File: config.mk
export PLATFORM = sky130hd
export DESIGN_NAME = pool_window_address_generator_core
export DESIGN_NICKNAME = d
export VERILOG_FILES = /design/src/hdl/pwag_pkg.sv /design/src/hdl/pwag_front.sv /design/src/hdl/pwag_queue.sv /design/src/hdl/pwag_back.sv /design/src/hdl/pool_window_address_generator_core.sv
export SDC_FILE = /design/constraint.sdc
export NUM_CORES = 1
export LEC_CHECK = 0
export ABC_AREA = 1
export BUFFER_PORTS_ARGS = -buffer_cell sky130_fd_sc_hd__buf_2
export CAP_MARGIN = 20
export CORE_UTILIZATION = 25
export DETAILED_ROUTE_END_ITERATION = 7
export GPL_TIMING_DRIVEN = 1
export PLACE_DENSITY = 0.47
export SLEW_MARGIN = 20
export SYNTH_ARGS = -nofsm -noshare
export SYNTH_HDL_FRONTEND = slang
export SYNTH_SLANG_ARGS = --single-unit
File: constraint.sdc
create_clock -name i_clk -period 7.61 [get_ports i_clk]
set_clock_uncertainty 0.2 [all_clocks]
set_input_delay 1.1415 -clock i_clk [delete_from_list [all_inputs] [get_ports i_clk]]
set_output_delay 1.1415 -clock i_clk [all_outputs]
set_load 0.005 [all_outputs]
File: src/hdl/pwag_pkg.sv
// shared types, constants and helper functions of the window address generator
package pwag_pkg;

    localparam int CFG_W          = 11;
    localparam int DIM_W          = 11;
    localparam int KER_W          = 4;
    localparam int PAD_W          = 3;
    localparam int COORD_W        = 10;
    localparam int POS_W          = 20;
    localparam int OFS_W          = 3;
    localparam int RAW_W          = 16;
    localparam int Q_DEPTH        = 4;
    localparam int MAX_DIM_DEF    = 1024;
    localparam int MAX_KERNEL_DEF = 8;

    typedef enum logic [2:0] {
        CFG_INPUT_HEIGHT  = 3'd0,
        CFG_INPUT_WIDTH   = 3'd1,
        CFG_KERNEL_HEIGHT = 3'd2,
        CFG_KERNEL_WIDTH  = 3'd3,
        CFG_STRIDE_HEIGHT = 3'd4,
        CFG_STRIDE_WIDTH  = 3'd5,
        CFG_PAD_TOP       = 3'd6,
        CFG_PAD_LEFT      = 3'd7
    } t_cfg_idx;

    // stride and padding as written
    typedef struct packed {
        logic [KER_W-1:0] row_stride;
        logic [KER_W-1:0] col_stride;
        logic [PAD_W-1:0] pad_top;
        logic [PAD_W-1:0] pad_left;
    } t_step;

    // sizes after saturation
    typedef struct packed {
        logic [DIM_W-1:0] h_size;
        logic [DIM_W-1:0] w_size;
        logic [KER_W-1:0] kh;
        logic [KER_W-1:0] kw;
    } t_geom;

    typedef struct packed {
        logic [DIM_W-1:0] start;
        logic [KER_W-1:0] cnt;
        logic             ok;
    } t_axis;

    // one window request between front and back
    typedef struct packed {
        logic [POS_W-1:0] start_pos;
        logic [KER_W-1:0] nr;
        logic [KER_W-1:0] nc;
        logic             empty;
    } t_win_req;

    function automatic logic [DIM_W-1:0] sat_dim(logic [DIM_W-1:0] v, int hi);
        logic [DIM_W-1:0] res;
        res = v;
        if (int'(v) > hi) begin
            res = DIM_W'(hi);
        end
        return res;
    endfunction

    function automatic logic [KER_W-1:0] sat_ker(logic [KER_W-1:0] v, int hi);
        logic [KER_W-1:0] res;
        res = v;
        if (int'(v) > hi) begin
            res = KER_W'(hi);
        end
        return res;
    endfunction

    // clamp at the top/left padding, clip at the far edge
    function automatic t_axis clip_axis(logic signed [RAW_W-1:0] raw,
                                        logic [KER_W-1:0] kern,
                                        logic [DIM_W-1:0] size);
        logic signed [RAW_W-1:0] s;
        logic signed [RAW_W-1:0] n;
        logic signed [RAW_W-1:0] k;
        logic signed [RAW_W-1:0] sz;
        t_axis                   res;
        k  = $signed({{(RAW_W-KER_W){1'b0}}, kern});
        sz = $signed({{(RAW_W-DIM_W){1'b0}}, size});
        if (raw < 0) begin
            s = '0;
            n = k + raw;
        end else begin
            s = raw;
            n = k;
        end
        if (s + n > sz) begin
            n = sz - s;
        end
        res.start = s[DIM_W-1:0];
        res.cnt   = n[KER_W-1:0];
        res.ok    = (n > 0);
        return res;
    endfunction

endpackage

File: src/hdl/pwag_front.sv
// front pipeline: window origin, clipping and start position of each request
module pwag_front (
    input  logic                            i_clk,
    input  logic                            i_rst_n,
    input  pwag_pkg::t_step                 i_step,
    input  pwag_pkg::t_geom                 i_geom,
    input  logic                            i_vld,
    input  logic [pwag_pkg::COORD_W-1:0]    i_out_row,
    input  logic [pwag_pkg::COORD_W-1:0]    i_out_col,
    output logic                            o_stall,
    input  logic                            i_q_full,
    output logic                            o_push,
    output pwag_pkg::t_win_req              o_req
);
    import pwag_pkg::*;

    localparam int PROD_W = COORD_W + KER_W;

    logic                      adv;
    logic                      acc;
    logic [PROD_W-1:0]         prod_r;
    logic [PROD_W-1:0]         prod_c;
    t_axis                     ax_r;
    t_axis                     ax_c;
    logic [2*DIM_W-1:0]        row_base;

    logic                      r_v1, r_v2, r_v3;
    logic signed [RAW_W-1:0]   r_raw_r, r_raw_c;
    t_axis                     r_ax_r, r_ax_c;
    t_win_req                  r_req;

    // the pipe only holds when a finished request cannot enter the queue
    assign adv     = !(r_v3 && i_q_full);
    assign acc     = i_vld && adv;
    assign o_stall = !adv;
    assign o_push  = r_v3 && !i_q_full;
    assign o_req   = r_req;

    assign prod_r = PROD_W'(i_out_row) * PROD_W'(i_step.row_stride);
    assign prod_c = PROD_W'(i_out_col) * PROD_W'(i_step.col_stride);

    assign ax_r = clip_axis(r_raw_r, i_geom.kh, i_geom.h_size);
    assign ax_c = clip_axis(r_raw_c, i_geom.kw, i_geom.w_size);

    assign row_base = (2*DIM_W)'(r_ax_r.start) * (2*DIM_W)'(i_geom.w_size);

    always_ff @(posedge i_clk) begin
        if (!i_rst_n) begin
            r_v1 <= 1'b0;
            r_v2 <= 1'b0;
            r_v3 <= 1'b0;
        end else if (adv) begin
            r_v1 <= acc;
            r_v2 <= r_v1;
            r_v3 <= r_v2;
        end
    end

    always_ff @(posedge i_clk) begin
        if (adv) begin
            r_raw_r <= $signed({{(RAW_W-PROD_W){1'b0}}, prod_r})
                     - $signed({{(RAW_W-PAD_W){1'b0}}, i_step.pad_top});
            r_raw_c <= $signed({{(RAW_W-PROD_W){1'b0}}, prod_c})
                     - $signed({{(RAW_W-PAD_W){1'b0}}, i_step.pad_left});
            r_ax_r  <= ax_r;
            r_ax_c  <= ax_c;
            r_req.start_pos <= row_base[POS_W-1:0] + POS_W'(r_ax_c.start);
            r_req.nr        <= r_ax_r.cnt;
            r_req.nc        <= r_ax_c.cnt;
            r_req.empty     <= !(r_ax_r.ok && r_ax_c.ok);
        end
    end

endmodule

File: src/hdl/pwag_queue.sv
// short request queue between front and back
module pwag_queue (
    input  logic                 i_clk,
    input  logic                 i_rst_n,
    input  logic                 i_push,
    input  pwag_pkg::t_win_req   i_req,
    output logic                 o_full,
    input  logic                 i_pop,
    output logic                 o_vld,
    output pwag_pkg::t_win_req   o_req
);
    import pwag_pkg::*;

    localparam int PTR_W = $clog2(Q_DEPTH);
    localparam int CNT_W = $clog2(Q_DEPTH + 1);

    t_win_req          r_mem [Q_DEPTH];
    logic [PTR_W-1:0]  r_wr_ptr, r_rd_ptr;
    logic [CNT_W-1:0]  r_count;
    logic              do_pop;

    assign o_full = (r_count == CNT_W'(Q_DEPTH));
    assign o_vld  = (r_count != '0);
    assign o_req  = r_mem[r_rd_ptr];
    assign do_pop = i_pop && o_vld;

    always_ff @(posedge i_clk) begin
        if (!i_rst_n) begin
            r_wr_ptr <= '0;
            r_rd_ptr <= '0;
            r_count  <= '0;
        end else begin
            if (i_push) begin
                r_wr_ptr <= r_wr_ptr + 1'b1;
            end
            if (do_pop) begin
                r_rd_ptr <= r_rd_ptr + 1'b1;
            end
            if (i_push && !do_pop) begin
                r_count <= r_count + 1'b1;
            end else if (!i_push && do_pop) begin
                r_count <= r_count - 1'b1;
            end
        end
    end

    always_ff @(posedge i_clk) begin
        if (i_push) begin
            r_mem[r_wr_ptr] <= i_req;
        end
    end

endmodule

File: src/hdl/pwag_back.sv
// back end: walks the clipped window and drives the result register
module pwag_back (
    input  logic                           i_clk,
    input  logic                           i_rst_n,
    input  logic [pwag_pkg::DIM_W-1:0]     i_row_step,
    input  logic                           i_q_vld,
    input  pwag_pkg::t_win_req             i_q_req,
    output logic                           o_pop,
    output logic                           o_vld,
    input  logic                           i_stall,
    output logic [pwag_pkg::POS_W-1:0]     o_input_position,
    output logic [pwag_pkg::OFS_W-1:0]     o_window_row,
    output logic [pwag_pkg::OFS_W-1:0]     o_window_col,
    output logic                           o_empty_window,
    output logic                           o_last
);
    import pwag_pkg::*;

    logic               r_busy;
    logic [OFS_W-1:0]   r_h, r_w;
    logic [POS_W-1:0]   r_pos, r_row_pos;
    logic [KER_W-1:0]   r_nr, r_nc;
    logic               r_empty;
    logic               r_o_vld;

    logic               out_ld;
    logic               col_last;
    logic               row_last;
    logic               is_last;
    logic [POS_W-1:0]   next_row_pos;

    assign out_ld       = r_busy && (!r_o_vld || !i_stall);
    assign col_last     = ({1'b0, r_w} == r_nc - 1'b1);
    assign row_last     = ({1'b0, r_h} == r_nr - 1'b1);
    assign is_last      = r_empty || (row_last && col_last);
    assign o_pop        = i_q_vld && (!r_busy || (out_ld && is_last));
    assign next_row_pos = r_row_pos + POS_W'(i_row_step);
    assign o_vld        = r_o_vld;

    always_ff @(posedge i_clk) begin
        if (!i_rst_n) begin
            r_busy  <= 1'b0;
            r_o_vld <= 1'b0;
        end else begin
            if (out_ld) begin
                r_o_vld <= 1'b1;
            end else if (!i_stall) begin
                r_o_vld <= 1'b0;
            end
            if (o_pop) begin
                r_busy <= 1'b1;
            end else if (out_ld && is_last) begin
                r_busy <= 1'b0;
            end
        end
    end

    always_ff @(posedge i_clk) begin
        if (out_ld) begin
            o_input_position <= r_empty ? '0 : r_pos;
            o_window_row     <= r_empty ? '0 : r_h;
            o_window_col     <= r_empty ? '0 : r_w;
            o_empty_window   <= r_empty;
            o_last           <= is_last;
        end
        if (o_pop) begin
            r_h       <= '0;
            r_w       <= '0;
            r_pos     <= i_q_req.start_pos;
            r_row_pos <= i_q_req.start_pos;
            r_nr      <= i_q_req.nr;
            r_nc      <= i_q_req.nc;
            r_empty   <= i_q_req.empty;
        end else if (out_ld && !is_last) begin
            if (col_last) begin
                // next window row starts one input row further on
                r_h       <= r_h + 1'b1;
                r_w       <= '0;
                r_row_pos <= next_row_pos;
                r_pos     <= next_row_pos;
            end else begin
                r_w   <= r_w + 1'b1;
                r_pos <= r_pos + 1'b1;
            end
        end
    end

endmodule

File: src/hdl/pool_window_address_generator_core.sv
// Window address generator: each request (out_row, out_col) yields the linear input
// positions of its kernel window, row by row, clamped at the top/left padding and
// clipped at the bottom/right input edges; a window with no pixels yields one result
// flagged empty. A request produces max(1, rows*cols) results, from 1 to 64, one per
// cycle from the walking counter in the back end when the output is not stalled.
// Requests pass a three-stage front pipeline (origin multiply, clipping, start-position
// multiply) and a four-entry queue, so new requests keep being taken while a window is
// still being emitted. No clearing pass after reset.
module pool_window_address_generator_core #(
    parameter int MAX_DIM    = pwag_pkg::MAX_DIM_DEF,
    parameter int MAX_KERNEL = pwag_pkg::MAX_KERNEL_DEF
) (
    input  logic                           i_clk,
    input  logic                           i_rst_n,
    input  logic                           i_cfg_we,
    input  logic [2:0]                     i_cfg_idx,
    input  logic [pwag_pkg::CFG_W-1:0]     i_cfg_data,
    input  logic                           i_vld,
    output logic                           o_stall,
    input  logic [pwag_pkg::COORD_W-1:0]   i_out_row,
    input  logic [pwag_pkg::COORD_W-1:0]   i_out_col,
    output logic                           o_vld,
    input  logic                           i_stall,
    output logic [pwag_pkg::POS_W-1:0]     o_input_position,
    output logic [pwag_pkg::OFS_W-1:0]     o_window_row,
    output logic [pwag_pkg::OFS_W-1:0]     o_window_col,
    output logic                           o_empty_window,
    output logic                           o_last
);
    import pwag_pkg::*;

    logic [DIM_W-1:0]  r_in_h, r_in_w;
    logic [KER_W-1:0]  r_ker_h, r_ker_w;
    t_step             r_step;
    t_geom             geom;

    logic              q_full, q_vld, push, pop;
    t_win_req          f_req, q_req;

    always_ff @(posedge i_clk) begin
        if (!i_rst_n) begin
            r_in_h            <= DIM_W'(1);
            r_in_w            <= DIM_W'(1);
            r_ker_h           <= KER_W'(1);
            r_ker_w           <= KER_W'(1);
            r_step.row_stride <= KER_W'(1);
            r_step.col_stride <= KER_W'(1);
            r_step.pad_top    <= '0;
            r_step.pad_left   <= '0;
        end else if (i_cfg_we) begin
            case (t_cfg_idx'(i_cfg_idx))
                CFG_INPUT_HEIGHT:  r_in_h            <= i_cfg_data[DIM_W-1:0];
                CFG_INPUT_WIDTH:   r_in_w            <= i_cfg_data[DIM_W-1:0];
                CFG_KERNEL_HEIGHT: r_ker_h           <= i_cfg_data[KER_W-1:0];
                CFG_KERNEL_WIDTH:  r_ker_w           <= i_cfg_data[KER_W-1:0];
                CFG_STRIDE_HEIGHT: r_step.row_stride <= i_cfg_data[KER_W-1:0];
                CFG_STRIDE_WIDTH:  r_step.col_stride <= i_cfg_data[KER_W-1:0];
                CFG_PAD_TOP:       r_step.pad_top    <= i_cfg_data[PAD_W-1:0];
                CFG_PAD_LEFT:      r_step.pad_left   <= i_cfg_data[PAD_W-1:0];
                default: begin
                end
            endcase
        end
    end

    assign geom.h_size = sat_dim(r_in_h, MAX_DIM);
    assign geom.w_size = sat_dim(r_in_w, MAX_DIM);
    assign geom.kh     = sat_ker(r_ker_h, MAX_KERNEL);
    assign geom.kw     = sat_ker(r_ker_w, MAX_KERNEL);

    pwag_front u_front (
        .i_clk     (i_clk),
        .i_rst_n   (i_rst_n),
        .i_step    (r_step),
        .i_geom    (geom),
        .i_vld     (i_vld),
        .i_out_row (i_out_row),
        .i_out_col (i_out_col),
        .o_stall   (o_stall),
        .i_q_full  (q_full),
        .o_push    (push),
        .o_req     (f_req)
    );

    pwag_queue u_queue (
        .i_clk   (i_clk),
        .i_rst_n (i_rst_n),
        .i_push  (push),
        .i_req   (f_req),
        .o_full  (q_full),
        .i_pop   (pop),
        .o_vld   (q_vld),
        .o_req   (q_req)
    );

    pwag_back u_back (
        .i_clk            (i_clk),
        .i_rst_n          (i_rst_n),
        .i_row_step       (geom.w_size),
        .i_q_vld          (q_vld),
        .i_q_req          (q_req),
        .o_pop            (pop),
        .o_vld            (o_vld),
        .i_stall          (i_stall),
        .o_input_position (o_input_position),
        .o_window_row     (o_window_row),
        .o_window_col     (o_window_col),
        .o_empty_window   (o_empty_window),
        .o_last           (o_last)
    );

`ifndef SYNTHESIS
    a_empty_is_last: assert property (@(posedge i_clk) disable iff (!i_rst_n)
        o_vld && o_empty_window |-> o_last && (o_input_position == '0))
        else $error("empty window result must be single and zeroed");

    a_offset_in_kernel: assert property (@(posedge i_clk) disable iff (!i_rst_n)
        o_vld && !o_empty_window |->
            ({1'b0, o_window_row} < geom.kh) && ({1'b0, o_window_col} < geom.kw))
        else $error("window offset outside kernel");

    a_offset_in_input: assert property (@(posedge i_clk) disable iff (!i_rst_n)
        o_vld && !o_empty_window |->
            ({1'b0, o_window_row} < geom.h_size) && ({1'b0, o_window_col} < geom.w_size))
        else $error("window offset outside input");
`endif

endmodule
==> summary.txt, run 1 <==
Detailed routing
  • Total number of vias: 17700
  • First-iteration detailed-routing DRC count: 871
  • ANT nets after route: 0
  • Drt wl/cell: 14.3 µm
  • Pre-Repair DR Iteration Count: 5
  • DRC: 0
  • Average vias per placed instance: 4.29
  • WL final: 59200 µm

Outcome
  • Status: complete, no violations

Critical path
  • R2r startpoint: r_in_w[4]
  • Worst Setup SP: r_in_w[4]
  • R2R setup slack: 1.29 ns
  • Setup CP Type: reg2reg
  • CP arrival: roughly 6.4 ns
  • Crit Path Max Fanout: 7
  • Crit start category: flop
  • Required @ worst endpoint: 7.73 ns
  • Critical path endpoint category: flop

STA
  • Fin Setup TNS: 0 ns
  • Worst hold slack: around 0.25 ns
  • Setup violations, final: 0
  • Tcrit/Tclk final: 0.830
  • Setup WS post-layout: 1.29 ns
  • Min cycle time layout: ~6.3 ns
  • Max-slew violations: 0
  • RSZ-0062 raised after global routing: no
  • Fmax: approximately 160 MHz
  • Worst Tran Pin Value: between 1 and 1.5 ns
  • Worst relative slew slack: 0.329
  • Hold Vio Cnt, Final: 0

Hold path
  • Hold_sp: r_ker_w[1]
  • Hold crit path type: reg2reg

Logic synthesis
  • Post-synthesis sequential area ratio: 0.402
  • Async set-reset flop share out of synthesis: 0
  • Yosys top cell area share: 0.349
  • Syn Area/Cell: approximately 8.8 µm²
  • Count leader, synth: nand2_1
  • #FFs+latches synth: 348
  • Most common library cells after synthesis: nand2_1 (543), inv_1 (472), nor2_1 (309), edfxtp_1 (284), ha_1 (208)
  • Yosys cell types: 55
  • Main synth FF type: edfxtp_1
  • Synthesized instance count: 2760
  • Post-Syn Nets: 3141
  • Synthesized area: roughly 24000 µm²
  • Largest cells by area after synthesis: edfxtp_1 (35%), fa_1 (11%), ha_1 (11%), nand2_1 (8.4%), inv_1 (7.3%)
  • Post-synth EDFFs: roughly 280
  • Cell taking the most area after synthesis: edfxtp_1
  • Yosys warnings: 0

Finish
  • Finished Layout Cells: 4126
  • Number of diodes: 0
  • Share of cells above drive strength 1: 0.0625
  • Synth-to-layout area growth: 12.8%
  • Cell area after layout: ~28000 µm²
  • Final net count: between 3000 and 4000

Placement
  • Placed Cells: 4055
  • Place WS: 1.20 ns
  • Placed cell areas: 26300 µm²
  • Post-DP HPWL: 45000 µm
  • IO Port Bufs: 68
  • RePlAce Congestion: around 0.83

Die
  • # rows: ~110
  • Starting Density: 0.252
  • I/O pins: roughly 70
  • Die area: between 90000 and 100000 µm²
  • Core area: 96700 µm²
  • Die Ht: 314 µm
  • Die Wd: 314 µm

Global route
  • GRT overflow: 0
  • Initial antenna violation count: 3
  • Vias in the first global route: 17600
  • Total global-route track usage: 0.121
  • First-pass GRT wire length: 94900 µm
  • Pin count of the biggest net entering global routing: 59

Job
  • Maxcap violations: 0

Clock tree
  • CTS tree: built
  • # hold bufs at CTS: 0
  • Clk sinks: around 350
  • Clock buffer depth: 3
  • Clock root buffer: clkbuf_16
  • CTS Buf Count: 38
  • Post-CTS Setup Bufs: 0
  • Clk slew on worst S/H paths: 0.06 ns
  • Cts repair resizes: 0
  • H-tree Lvls: 2
  • Clock latency on the worst-skew pair: 0.58 ns

Pwr
  • Worst IR Drop VDD: 0.166 mV
  • LEAKAGE: approximately 13 nW
  • PD cells: 351 nW/µm²
==> logic make-up (layout without fill, tap and decap cells) <==
kind of cell	after synthesis	count (layout)	synth area share
buffers and inverters	546	636	0.0843
adders and majority gates	342	342	0.217
AOI/OAI and AO/OA	398	398	0.0888
xor gates and xnor gates	108	108	0.0394
DFF	348	348	0.402
and+or+nand+nor	1018	1018	0.169
==> path summary, 6_finish.rpt <==
path / depth (start not counted) / to
setup / recovery: 22 / u_front.o_req[27]
hold reg to reg: 2 / r_ker_w[1]
setup reg to reg: 22 / u_front.o_req[27]
hold / removal: 2 / r_ker_w[1]
==> state kept, by name, indices dropped and copies added (netlist names), 11 cells and up, named ones only <==
register	flops
u_back.r_row_pos	20
u_back.o_input_position	20
u_front.r_raw_r	15
r_in_h	11
u_queue.r_mem	116
r_step	14
u_front.o_req	29
u_front.r_raw_c	15
u_back.r_pos	20
r_in_w	11
u_front.r_ax_c	16
u_front.r_ax_r	16
==> critical path: stages (launching register included) <==
cell and delay, ns:
dfxtp_1 0.32, nor4_1 0.27, a21oi_1 0.13, nor2_1 0.57, nand2_1 0.19, fa_1 0.57
inv_1 0.05, fa_1 0.49, inv_1 0.05, fa_1 0.52, inv_1 0.05, fa_1 0.49
fa_1 0.41, ha_1 0.34, a21oi_1 0.13, a21boi_0 0.32, o21ai_0 0.20, a21boi_1 0.23
o21ai_0 0.16, a21oi_1 0.15, nor2_1 0.05, nor2_1 0.11, xnor2_1 0.07
==> cell usage in the layout, fill, tap and decap left out, types with 24 or more instances in the layout <==
cell       Yosys  layout
a21oi_1      133     133
buf_2          1      68
clkbuf_16      0      39
dfxtp_1       64      63
edfxtp_1     284     284
fa_1         134     134
ha_1         208     208
inv_1        472     471
nand2_1      543     543
nand3_1       90      89
nand4_1       24      24
nor2_1       309     305
o21ai_0      173     172
o22ai_1       32      32
xnor2_1       37      37
xor2_1        69      69
==> stage by stage <==
stage / util / power [W]
2_1_floorplan: - / 0.00646
3_3_place_gp: 0.271 / 0.00784
3_5_place_dp: 0.271 / 0.00785
4_1_cts: 0.285 / 0.00980
5_1_grt: 0.285 / 0.0105
6_report: 0.285 / 0.00966
==> where the power goes <==
group | switching (W) | internal, W
clock | 0.000786 | 0.00111
sequential | 0.000476 | 0.00288
combinational | 0.00285 | 0.00156
total | 0.00412 | 0.00555
==> routing by layer <==
metal,up-vias,track usage,wire [µm]
li1,9082,-,-
met3,69,0.0188,2150
met5,-,0,0
met2,269,0.202,27200
met1,8291,0.163,28700
met4,0,0.0263,1120
==> cell type report <==
| cell class | count | area, µm² |
|---|---|---|
| Clock buffer | 57 | 1100 |
| Clock inverter | 13 | 164 |
| Fill cell | 10500 | 69200 |
| Inverter | 481 | 1810 |
| Multi-Input combinational cell | 1866 | 12600 |
| Sequential cell | 348 | 9810 |
| Tap cell | 1276 | 1600 |
| Timing Repair Buffer | 85 | 475 |
Power figures use the tool's default switching activity.
==> run 2: changes to the inputs <==
- clock period: 7.61 -> 6.4 ns (I/O delays scaled with it)
==> summary.txt, run 2 (synthesis gave the netlist of run 1 again) <==
Outcome
  • Status: complete, no violations

Die
  • Die Ht: 314 µm (unchanged)
  • Core area: 96700 µm² (unchanged)
  • Die area: 98900 µm² (unchanged)
  • Starting Density: 0.252 (unchanged)
  • Die Wd: 314 µm (unchanged)
  • # rows: 114 (unchanged)
  • I/O pins: 69 (unchanged)

Finish
  • Cell area after layout: 27700 µm² (+0.74%)
  • Number of diodes: 0 (unchanged)
  • Max FFs per register: 116 (unchanged)
  • Synth-to-layout area growth: 13.6%
  • Layout Utilization: 0.287 (+0.00210)
  • Finished Layout Cells: 4149 (+0.56%)
  • Top reg by flops: u_queue.r_mem
  • Most common cell after layout, fill and taps aside: nand2_1
  • Share of cells above drive strength 1: 0.0731 (+0.0106)
  • Final net count: 3225 (+0.75%)
  • Commonest non-fill, non-tap cells in the layout: nand2_1 (543), inv_1 (469), nor2_1 (305), edfxtp_1 (284), ha_1 (208)

Clock tree
  • Clock buffer depth: 3 (unchanged)
  • Clock latency on the worst-skew pair: 0.57 ns (about the same)
  • Clk slew on worst S/H paths: 0.07 ns (about the same)
  • Clock root buffer: clkbuf_16
  • CTS tree: built
  • H-tree Lvls: 2 (unchanged)
  • CTS Buf Count: 38 (unchanged)
  • Clk sinks: 348 (unchanged)

Pwr
  • LEAKAGE: 12.6 nW (+0.91%)
  • Switch Pwr: 0.00489 W (+19%)
  • Sequential share of power: 0.340 (-0.007)
  • Sw Share: 0.427 (+0.000511)
  • Clock network power share: 0.190 (-0.006)
  • PD cells: 413 nW/µm² (+18%)
  • Comb power frac: 0.470 (+0.013)
  • Internal: 0.00657 W (+19%)
  • Worst IR Drop VDD: 0.242 mV (+46%)

STA
  • Setup violations, final: 0 (unchanged)
  • Min cycle time layout: 5.90 ns (-0.419 ns)
  • Max-slew violations: 0 (unchanged)
  • Worst relative slew slack: 0.320 (-0.00909)
  • Fmax: 170 MHz (+7.1%)
  • RSZ-0062 raised after global routing: no
  • Worst Tran Pin Value: 1.02 ns (+0.0123 ns)
  • Hold Vio Cnt, Final: 0 (unchanged)
  • Worst hold slack: 0.237 ns (-0.0170 ns)
  • Tcrit/Tclk final: 0.921 (+0.0914)
  • Fin Setup TNS: 0 ns (unchanged)

Detailed routing
  • Average vias per placed instance: 4.31 (+0.43%)
  • Pre-Repair DR Iteration Count: 5 (unchanged)
  • DRC: 0 (unchanged)
  • Total number of vias: 17900 (+0.99%)
  • ANT nets after route: 0 (unchanged)
  • WL final: 59900 µm (+1.2%)
  • First-iteration detailed-routing DRC count: 951 (+9.2%)
  • Drt wl/cell: 14.4 µm (+0.68%)

Placement
  • IO Port Bufs: 68 (unchanged)
  • RePlAce Congestion: 0.823 (-0.69%)
  • Post-DP HPWL: 45800 µm (+1.8%)
  • Placed Cells: 4076 (+0.52%)
  • Placed cell areas: 26400 µm² (+0.60%)

Global route
  • Total global-route track usage: 0.122 (+0.00167)
  • First-pass GRT wire length: 96700 µm (+1.9%)
  • Initial antenna violation count: 0 (-3)
  • Pin count of the biggest net entering global routing: 59 (unchanged)
  • Vias in the first global route: 17700 (+0.74%)
  • GRT overflow: 0 (unchanged)

Critical path
  • Required @ worst endpoint: 6.53 ns (-1.20 ns)
  • Crit Path Max Fanout: 8 (+1)
  • Critical path endpoint category: flop
  • Crit start category: flop
  • CP arrival: 6.03 ns (-0.41 ns)
  • Setup CP Type: reg2reg

Hold path
  • Hold crit path type: reg2reg

Job
  • Maxcap violations: 0 (unchanged)
run 2: cell types whose count changed in the layout (fill, tap and decap cells not counted), moves of 3 or more:
cell / change
buf_4: +23
bufinv_16: -3
clkbuf_16: +3
clkbuf_1: -6
run 2: layer usage:
metal  share of wire  up-vias  global-route usage
li1                -     9132                   -
met2            0.46      249               0.207
met1            0.49     8438               0.167
met5               0        -                   0
met4           0.019        0              0.0237
met3           0.033       68              0.0163
run 2: worst max-delay path, cell delays in order, from the launching register on:
cell and delay (ns):
dfxtp_1 0.33, nor4_2 0.31, a21oi_2 0.11, inv_2 0.12, nand2_1 0.08, inv_1 0.28, nand2_1 0.12, fa_1 0.47
fa_1 0.55, inv_1 0.05, fa_1 0.47, inv_1 0.05, fa_1 0.47, inv_1 0.05, fa_1 0.43, ha_1 0.34
a21oi_1 0.13, o21ai_1 0.11, nand2_1 0.07, nand2_1 0.06, a21oi_1 0.22, o21ai_1 0.13, nand3_1 0.08, nand2_1 0.07
a21boi_0 0.20, and2_1 0.15, nor2_1 0.04
run 2: timing repair:
action / CTS / global route
resized for setup: 0 / 8
endpoints found under the setup margin: 0 / 4
hold buffers: 0 / 0
buffers inserted: 0 / 2
run 2: power groups by stage:
| stage | Sequential, W | Combinational, W | Clock, W |
|---|---|---|---|
| global route | 0.00398 | 0.00625 | 0.00233 |
| floorplan | 0.00371 | 0.00397 | 0 |
| global placement | 0.00395 | 0.00538 | 0 |
| detailed placement | 0.00395 | 0.00542 | 0 |
| CTS | 0.00390 | 0.00545 | 0.00225 |
| finish | 0.00389 | 0.00539 | 0.00218 |
run 2: worst paths after layout:
kind	startpoint	to	slack [ns]	depth (start not counted)
setup / recovery	r_in_w[4]	u_front.o_req[28]	0.50	26
hold / removal	u_front.r_ax_r[1]	u_front.o_req[5]	0.24	0
setup reg to reg	r_in_w[4]	u_front.o_req[28]	0.50	26
hold reg to reg	u_front.r_ax_r[1]	u_front.o_req[5]	0.24	0
run 2: stage by stage:
stage,worst slack (ns),power (W)
2_1_floorplan,0.624,0.00769
3_3_place_gp,0.196,0.00933
3_5_place_dp,0.114,0.00936
4_1_cts,0.135,0.0116
5_1_grt,0.0525,0.0126
6_report,0.504,0.0115
run 2: area by class of cell:
class	count	area, µm²
clock buffer	53	1130
timing repair buffer	109	686
inverter	481	1810
multi-input combinational	1866	12600
fill	10400	69000
sequential	348	9810
tap	1276	1600
clock inverter	16	101
==> run 3: changes to the inputs <==
- SYNTH_HIERARCHICAL: not set -> 1
==> summary.txt, run 3 <==
Critical path
  • CP arrival: 6.12 ns (+0.09 ns)
  • Crit start category: flop
  • Required @ worst endpoint: 6.55 ns (+0.02 ns)
  • Crit Path Max Fanout: 14 (+6)
  • Critical path endpoint category: flop
  • Setup CP Type: reg2reg

Hold path
  • Hold crit path type: reg2reg

Global route
  • First-pass GRT wire length: 103000 µm (+6.4%)
  • Initial antenna violation count: 0 (unchanged)
  • Vias in the first global route: 18800 (+6.2%)
  • GRT overflow: 0 (unchanged)
  • Pin count of the biggest net entering global routing: 60 (+1.7%)
  • Total global-route track usage: 0.124 (+0.00187)

Logic synthesis
  • #FFs+latches synth: 348 (unchanged)
  • Most common library cells after synthesis: nand2_1 (678), inv_1 (542), nor2_1 (303), edfxtp_1 (284), ha_1 (211)
  • Post-Syn Nets: 3416 (+8.8%)
  • Syn Area/Cell: 8.55 µm² (-3.4%)
  • Post-synth EDFFs: 284 (unchanged)
  • Post-synthesis sequential area ratio: 0.379 (-0.0234)
  • Largest cells by area after synthesis: edfxtp_1 (33%), fa_1 (10%), ha_1 (10%), nand2_1 (9.8%), inv_1 (7.9%)
  • Cell taking the most area after synthesis: edfxtp_1
  • Synthesized instance count: 3032 (+9.9%)
  • Yosys warnings: 6 (+6)
  • Yosys cell types: 51 (-7.3%)
  • Async set-reset flop share out of synthesis: 0 (unchanged)
  • Main synth FF type: edfxtp_1
  • Yosys top cell area share: 0.329 (-0.0203)
  • Synthesized area: 25900 µm² (+6.2%)
  • Count leader, synth: nand2_1

Placement
  • RePlAce Congestion: 0.848 (+3.1%)
  • IO Port Bufs: 68 (unchanged)
  • Post-DP HPWL: 48600 µm (+6.0%)
  • Place WS: 0.349 ns (+0.235 ns)

Die
  • Die Ht: 324 µm (+3.0%)
  • Die Wd: 324 µm (+3.0%)
  • # rows: 117 (+2.6%)
  • Starting Density: 0.253 (+0.000862)
  • Die area: 105000 µm² (+6.1%)
  • I/O pins: 69 (unchanged)
  • Core area: 102000 µm² (+5.8%)

Detailed routing
  • First-iteration detailed-routing DRC count: 924 (-2.8%)
  • Average vias per placed instance: 4.22 (-2.2%)
  • ANT nets after route: 0 (unchanged)
  • Total number of vias: 18900 (+5.8%)
  • DRC: 0 (unchanged)
  • Pre-Repair DR Iteration Count: 5 (unchanged)
  • WL final: 64100 µm (+6.9%)
  • Drt wl/cell: 14.3 µm (-1.2%)

STA
  • Max-slew violations: 0 (unchanged)
  • Tcrit/Tclk final: 0.932 (+0.0109)
  • Min cycle time layout: 5.97 ns (+0.0699 ns)
  • Hold Vio Cnt, Final: 0 (unchanged)
  • Setup violations, final: 0 (unchanged)
  • Fmax: 168 MHz (-1.2%)
  • Setup WS post-layout: 0.434 ns (-0.0699 ns)
  • RSZ-0062 raised after global routing: no
  • Worst relative slew slack: 0.291 (-0.0288)
  • Worst Tran Pin Value: 1.06 ns (+0.0430 ns)
  • Fin Setup TNS: 0 ns (unchanged)

Clock tree
  • Clk sinks: 348 (unchanged)
  • Clock root buffer: clkbuf_16
  • Clk slew on worst S/H paths: 0.07 ns (about the same)
  • Clock buffer depth: 3 (unchanged)
  • CTS Buf Count: 43 (+13%)
  • CTS tree: built
  • Clock latency on the worst-skew pair: 0.60 ns (+0.03 ns)
  • H-tree Lvls: 2 (unchanged)

Finish
  • Max FFs per register: 116 (unchanged)
  • Share of cells above drive strength 1: 0.0852 (+0.0121)
  • Filler cells: 11000 (+5.6%)
  • Final net count: 3476 (+7.8%)
  • Synth-to-layout area growth: 12.6%
  • Top reg by flops: u_queue/r_mem
  • Most common cell after layout, fill and taps aside: nand2_1
  • Layout Utilization: 0.285 (-0.00174)
  • Commonest non-fill, non-tap cells in the layout: nand2_1 (677), inv_1 (539), nor2_1 (302), edfxtp_1 (284), ha_1 (211)

Pwr
  • Worst IR Drop VDD: 0.265 mV (+9.6%)
  • LEAKAGE: 13.5 nW (+7.3%)
  • PD cells: 411 nW/µm² (-0.60%)

Outcome
  • Status: complete, no violations

Job
  • Maxcap violations: 0 (unchanged)
==> run 3: layer usage <==
metal,global-route usage,wire length (µm)
met5,0,0
met4,0.0291,1070
met3,0.0179,2360
met2,0.201,28500
met1,0.174,32200
==> run 3: area by class of cell <==
type	count	area, µm²	share of cell area
antenna	1	2.50	0.0000858
inverter	554	2080	0.0713
timing repair buffer	98	601	0.0206
sequential	348	9810	0.336
clock inverter	22	218	0.00746
clock buffer	52	1130	0.0388
tap	1368	1710	0.0587
multi-input combinational	2047	13600	0.467
==> run 3: where the power goes <==
| part | total [W] | internal, W | switching [W] |
|---|---|---|---|
| clock | 0.00236 | 0.00135 | 0.00101 |
| sequential | 0.00394 | 0.00341 | 0.000527 |
| combinational | 0.00568 | 0.00197 | 0.00371 |
==> run 3: cell families (layout without fill, tap and decap cells) <==
| kind of cell | after synthesis | after routing | synth area share |
|---|---|---|---|
| compound gates | 357 | 357 | 0.0805 |
| xor+xnor | 104 | 104 | 0.0359 |
| fa+ha+maj | 345 | 345 | 0.205 |
| buf+inv | 637 | 726 | 0.0965 |
| flops | 348 | 348 | 0.379 |
| other cells | 0 | 1 | 0 |
| simple gates | 1241 | 1241 | 0.203 |
==> run 3: critical path, cell delays in order, from the launching register on <==
cell	delay, ns
dfxtp_1	0.32
nor2_1	0.11
nand3_1	0.09
nor2_1	0.12
nor2_2	0.10
nor2_1	0.18
buf_12	0.18
nand2_1	0.08
fa_1	0.56
inv_1	0.04
ha_1	0.18
fa_1	0.48
inv_1	0.05
fa_1	0.51
fa_1	0.50
inv_1	0.04
ha_1	0.34
a21oi_1	0.16
o21ai_1	0.12
a21oi_1	0.15
o21bai_1	0.10
a31oi_1	0.23
o21ai_1	0.13
a21boi_0	0.30
o21ai_1	0.14
a21boi_0	0.21
xor2_1	0.09
==> run 3: what timing repair did <==
item	4_1_cts	5_1_grt
gates resized for setup	0	1
endpoints found under the hold margin	0	0
setup endpoints to repair	0	1
setup buffers	0	1
hold buffers	0	0
==> run 3: path summary, 6_finish.rpt <==
path,start,end,slack (ns),cells past startpoint
hold reg to reg,u_front/r_ax_c[3],u_front/o_req[3],0.22,0
hold / removal,u_front/r_ax_c[3],u_front/o_req[3],0.22,0
setup / recovery,r_in_w[2],u_front/o_req[28],0.43,26
setup reg to reg,r_in_w[2],u_front/o_req[28],0.43,26
==> run 3: through the flow <==
stage	std cells	area (µm²)	total power [W]	hold WS, ns
after floorplan	3032	25900	0.00803	0.200
after global placement	4413	27800	0.00967	0.203
after detailed placement	4413	27800	0.00968	0.205
after CTS	4487	29100	0.0121	0.219
after global routing	4489	29200	0.0131	0.225
final	4490	29200	0.0120	0.217
